**config.mk**
```make
export PLATFORM = sky130hd
export DESIGN_NAME = sivu_cell
export DESIGN_NICKNAME = d
export VERILOG_FILES = /design/src/rtl/sivu_pkg.sv /design/src/rtl/sivu_cell.sv
export SDC_FILE = /design/constraint.sdc
export NUM_CORES = 1
export LEC_CHECK = 0
export ABC_AREA = 1
export BUFFER_PORTS_ARGS = -buffer_cell sky130_fd_sc_hd__buf_4
export CAP_MARGIN = 30
export CORE_MARGIN = 3
export CORE_UTILIZATION = 28
export CTS_CLUSTER_DIAMETER = 30
export DETAILED_ROUTE_END_ITERATION = 10
export GPL_TIMING_DRIVEN = 1
export PLACE_DENSITY = 0.47
export SLEW_MARGIN = 20
export SYNTH_ARGS = -nofsm -noshare
export SYNTH_HDL_FRONTEND = slang
export SYNTH_SLANG_ARGS = --single-unit
export TNS_END_PERCENT = 1
```
**constraint.sdc**
```tcl
create_clock -name clk -period 8.9 [get_ports clk]
set_clock_uncertainty 0.2 [all_clocks]
set_input_delay 0.445 -clock clk [delete_from_list [all_inputs] [get_ports clk]]
set_output_delay 0.445 -clock clk [all_outputs]
set_load 0.05 [all_outputs]
```
**src/rtl/sivu_pkg.sv**
```systemverilog
package sivu_pkg;

    localparam int CAPACITY_DEF = 32;
    localparam int COORD_W      = 16;
    localparam int OP_W         = 2;
    localparam int INDEX_W      = 5;
    localparam int COUNT_OUT_W  = 6;
    localparam int IN_DATA_W    = 40;
    localparam int OUT_DATA_W   = 40;

    localparam logic [COORD_W-1:0] MIN_WIDTH_RST = 16'd1;

    typedef enum logic [OP_W-1:0] {
        OP_INSERT = 2'd0,
        OP_CLEAR  = 2'd1,
        OP_READ   = 2'd2,
        OP_NOP    = 2'd3
    } op_t;

    typedef enum logic [2:0] {
        CMD_HOLD,
        CMD_CLEAR,
        CMD_INSERT,
        CMD_COLLAPSE,
        CMD_MERGE
    } cell_cmd_t;

    typedef enum logic {
        ST_IDLE,
        ST_WORK
    } state_t;

    typedef struct packed {
        logic                      valid;
        logic signed [COORD_W-1:0] left;
        logic signed [COORD_W-1:0] right;
    } entry_t;

    typedef struct packed {
        logic bef;   // stored interval ends at or before the new left end
        logic ovl;   // stored interval strictly overlaps the new span
        logic head;  // first cell that is not before: where the new span lands
    } cell_flags_t;

endpackage

```
**src/rtl/sivu_cell.sv**
```systemverilog
module sivu_cell (
    input  logic                                     clk,
    input  logic                                     rst_n,
    input  sivu_pkg::cell_cmd_t                      cmd,
    input  logic signed [sivu_pkg::COORD_W-1:0]      span_left,
    input  logic signed [sivu_pkg::COORD_W-1:0]      span_right,
    input  sivu_pkg::entry_t                         prev_entry,
    input  sivu_pkg::entry_t                         next_entry,
    input  logic                                     prev_bef,
    input  logic                                     next_ovl,
    output sivu_pkg::entry_t                         entry,
    output sivu_pkg::cell_flags_t                    flags
);

    logic                                 valid_reg;
    logic                                 valid_next;
    logic signed [sivu_pkg::COORD_W-1:0]  left_reg;
    logic signed [sivu_pkg::COORD_W-1:0]  left_next;
    logic signed [sivu_pkg::COORD_W-1:0]  right_reg;
    logic signed [sivu_pkg::COORD_W-1:0]  right_next;
    logic                                 bef;
    logic                                 ovl;
    logic                                 head;
    logic                                 after;

    // Sorted and disjoint, so the "before" cells form a prefix and the
    // overlapping cells a run straight after it.
    assign bef   = valid_reg && (right_reg <= span_left);
    assign ovl   = valid_reg && !bef && (left_reg < span_right);
    assign head  = !bef && prev_bef;
    assign after = !prev_bef;

    assign flags = '{bef: bef, ovl: ovl, head: head};
    assign entry = '{valid: valid_reg, left: left_reg, right: right_reg};

    always_comb
    begin
        valid_next = valid_reg;
        left_next  = left_reg;
        right_next = right_reg;
        case (cmd)
            sivu_pkg::CMD_CLEAR:
            begin
                valid_next = 1'b0;
            end
            sivu_pkg::CMD_INSERT:
            begin
                if (head)
                begin
                    valid_next = 1'b1;
                    left_next  = span_left;
                    right_next = span_right;
                end
                else if (after)
                begin
                    valid_next = prev_entry.valid;
                    left_next  = prev_entry.left;
                    right_next = prev_entry.right;
                end
            end
            sivu_pkg::CMD_COLLAPSE:
            begin
                // absorb the next overlapping neighbour, pull the tail down
                if (head && next_ovl)
                begin
                    right_next = next_entry.right;
                end
                else if (after)
                begin
                    valid_next = next_entry.valid;
                    left_next  = next_entry.left;
                    right_next = next_entry.right;
                end
            end
            sivu_pkg::CMD_MERGE:
            begin
                if (head)
                begin
                    left_next  = (span_left < left_reg) ? span_left : left_reg;
                    right_next = (span_right > right_reg) ? span_right : right_reg;
                end
            end
            default:
            begin
                valid_next = valid_reg;
            end
        endcase
    end

    always_ff @(posedge clk or negedge rst_n)
    begin
        if (!rst_n)
        begin
            valid_reg <= 1'b0;
        end
        else
        begin
            valid_reg <= valid_next;
        end
    end

    always_ff @(posedge clk)
    begin
        left_reg  <= left_next;
        right_reg <= right_next;
    end

endmodule

```
==> metrics.yaml <==
outcome: "complete, no violations"
met1_usage_pct: 25.2
clkLatencyLatePin_ns: 0.28
grt-busiest-layer: "met2"
hold_path_depth: 5
synthXorXnorAreaFrac_pct: 0.232
setup_viol: 0
fin_tns_setup_ns: 0
synth.top_cells.by_area: "edfxtp_1 (25%), ha_1 (21%), o21ai_0 (9.8%), nand2_1 (9.3%), inv_1 (8.6%)"
ys_ff_latch: 33
synth_area_um2: 3780
routed_wl_um: 13100
fillers: 1415
diodes: 0
critPathMaxStageDelay_ns: 0.43
cts.sinks: 33
drc: 0
area_growth_pct: 34.7
die_h_um: 122
cp.depth: 14
synthMuxAreaShare_pct: 0
hold_class: "input port to flop"
htreeDepth: 2
report.final.slew_viol_count: 0
drt_pass1_iterations: 4
use_met2_pct: 28.9
reg2regPathDepth: 14
final_hold_viol_count: 0
yosys_warnings: 0
synth-adder-area-share_pct: 20.5
synth_nets: 684
finalPower_uw: 625
rows: 41
final.period_utilization_pct: 39.4
grt_usage_pct: 18.0
cts.path.max_buffers: 2
crit_chain: "ha_1 -> nand2_1 -> nor2_1 -> nand2_1 -> nand2_1 -> nand2_1 -> nand3_1 -> nand3_2 -> nand2_2 -> nand2_4 -> o21ai_0 -> nand2_1 -> nor2_1 -> buf_4"
timing.fmax_mhz: 286
leakagePower_nw: 2.61
synth_top_area_cell: "edfxtp_1"
syn_inst: 517
ant_nets: 0
fin_crit_ns: 3.50
end_kind: "flop"
gr-usage-met3_pct: 3.16
p_per_area_nw_per_um2: 123
synth_top_area_share_pct: 25.4
wl_per_cell_um: 15.9
crit_slowest_cell: "edfxtp_1"
first_global_vias: 3961
dp_slack_ns: 5.25
rsz0062_at_grt: "false"
drive_gt1_share_pct: 25.6
ir_drop_v: 0.0000616
design.core.area_um2: 12900
place.detailed.hpwl_um: 10300
cts_resized: 0
yosysUniqueCellTypes: 32
worst_pin_slew_ns: 0.736
path_max_fanout: 36
final_util_pct: 39.4
synth_top_family_by_area: "compound AO/OA/AOI/OAI gates"
crit_path_frequent_cell: "nand2_1"
critical_path_class: "flop to flop"
clkTransAtPathRegs_ns: 0.06
cp_data_arrival_time_ns: 3.27
nNetsFinal: 818
worst_slack_ns: 5.40
grt_max_degree: 37
syn_area_per_cell_um2: 7.31
numCtsBuffers: 5
drtIter0Drc: 213
cp_top_family: "simple AND/OR/NAND/NOR gates"
via_per_inst: 4.64
max_cap_violations: 0
ioPinCount: 141
yosys.area_share.simple_pct: 18.8
antenna_found_initial: 0
path_buf_inv: 1
synth_compound_area_share_pct: 21.7
cts_tree: "yes"
globalplace.congestion: 0.897
die_area_um2: 14900
cp.required_ns: 8.67
slew_headroom_pct: 50.8
root_buffer: "clkbuf_16"
numPortBuffers: 140
ys_seq_area_share_pct: 26.1
grt_pass1_wl_um: 20800
die_x_um: 122
dr_total_vias: 3821
startpoint_type: "flop"
grt_overflow_total: 0
start_util_pct: 29.2
## Yosys cell counts, drive strengths merged
master,instances
nand2,97
inv,88
o21ai,75
ha,62
nor2,50
a21oi,32
edfxtp,32
o21bai,31
nand3,12
buf,11
clkbuf,8
nand4,4
nor3,3
o211ai,3
nand3b,2
a21o,1
a31oi,1
clkinv,1
dfrtp,1
o21a,1
o31ai,1
xnor2,1
## per-stage QoR
step / instance area (um2) / cells / hold slack (ns)
2_1_floorplan: 3780 / 517 / -0.0506
3_3_place_gp: 4940 / 815 / 0.0231
3_5_place_dp: 4940 / 815 / 0.0231
4_1_cts: 5090 / 824 / 0.274
5_1_grt: 5090 / 824 / 0.271
6_report: 5090 / 824 / 0.270
## path summary, 6_finish.rpt
| kind | slack, ns | endpoint | startpoint |
|---|---|---|---|
| setup / recovery | 5.40 | left_reg[15]$_DFFE_PP_ | right_reg[7]$_DFFE_PP_ |
| hold / removal | 0.27 | valid_reg$_DFFE_PN0P_ | next_entry[32] |
| setup reg to reg | 5.40 | left_reg[15]$_DFFE_PP_ | right_reg[7]$_DFFE_PP_ |
| hold reg to reg | 0.45 | valid_reg$_DFFE_PN0P_ | valid_reg$_DFFE_PN0P_ |
| max in group asynchronous | 8.14 | valid_reg$_DFFE_PN0P_ | rst_n |
| min in group asynchronous | 0.28 | valid_reg$_DFFE_PN0P_ | rst_n |
## per-layer routing
layer  vias up  share of wire [%]
met3        12                5.5
met2       107                 46
met5         -                  0
met4         0                1.0
li1       1985                  -
met1      1717                 48
## final cells by class
type,instances,area [um2],area share [%]
clock inverter,2,10.0,0.197
multi-input combinational,376,2320,45.5
timing repair buffer,146,1100,21.6
tap,172,215,4.22
clock buffer,6,129,2.53
sequential,33,986,19.4
inverter,89,339,6.66
## repair_timing
action / in CTS / in global routing
hold endpoints to repair: 1 / 0
hold buffers: 1 / 0
setup buffers: 0 / 0
## worst min-delay path: stages
cell     delay, ns
buf_4         0.08
nand2_1       0.05
nand2_1       0.06
nand2_1       0.04
nand2_1       0.05
## placed cells by master (no fill, tap or decap), drive strengths merged, types with 2 or more instances in the layout
cell type,instances
nand3b,2
nor2,50
nand2,97
a21oi,32
nand4,4
inv,88
buf,145
edfxtp,32
nand3,12
nor3,3
clkbuf,6
o21bai,31
clkinv,3
ha,62
o21ai,75
o211ai,3
## where the power goes
part / switching [mW] / total (mW) / internal [mW]
clock network: 0.0695 / 0.172 / 0.103
logic: 0.150 / 0.249 / 0.0982
registers: 0.0143 / 0.203 / 0.189
total: 0.234 / 0.625 / 0.390
## cells by family after synthesis
logic type	after synthesis
xor+xnor	1
simple gates	168
buf+inv	108
flops	33
compound gates	145
fa+ha+maj	62
(Power assumes the default switching activity.)
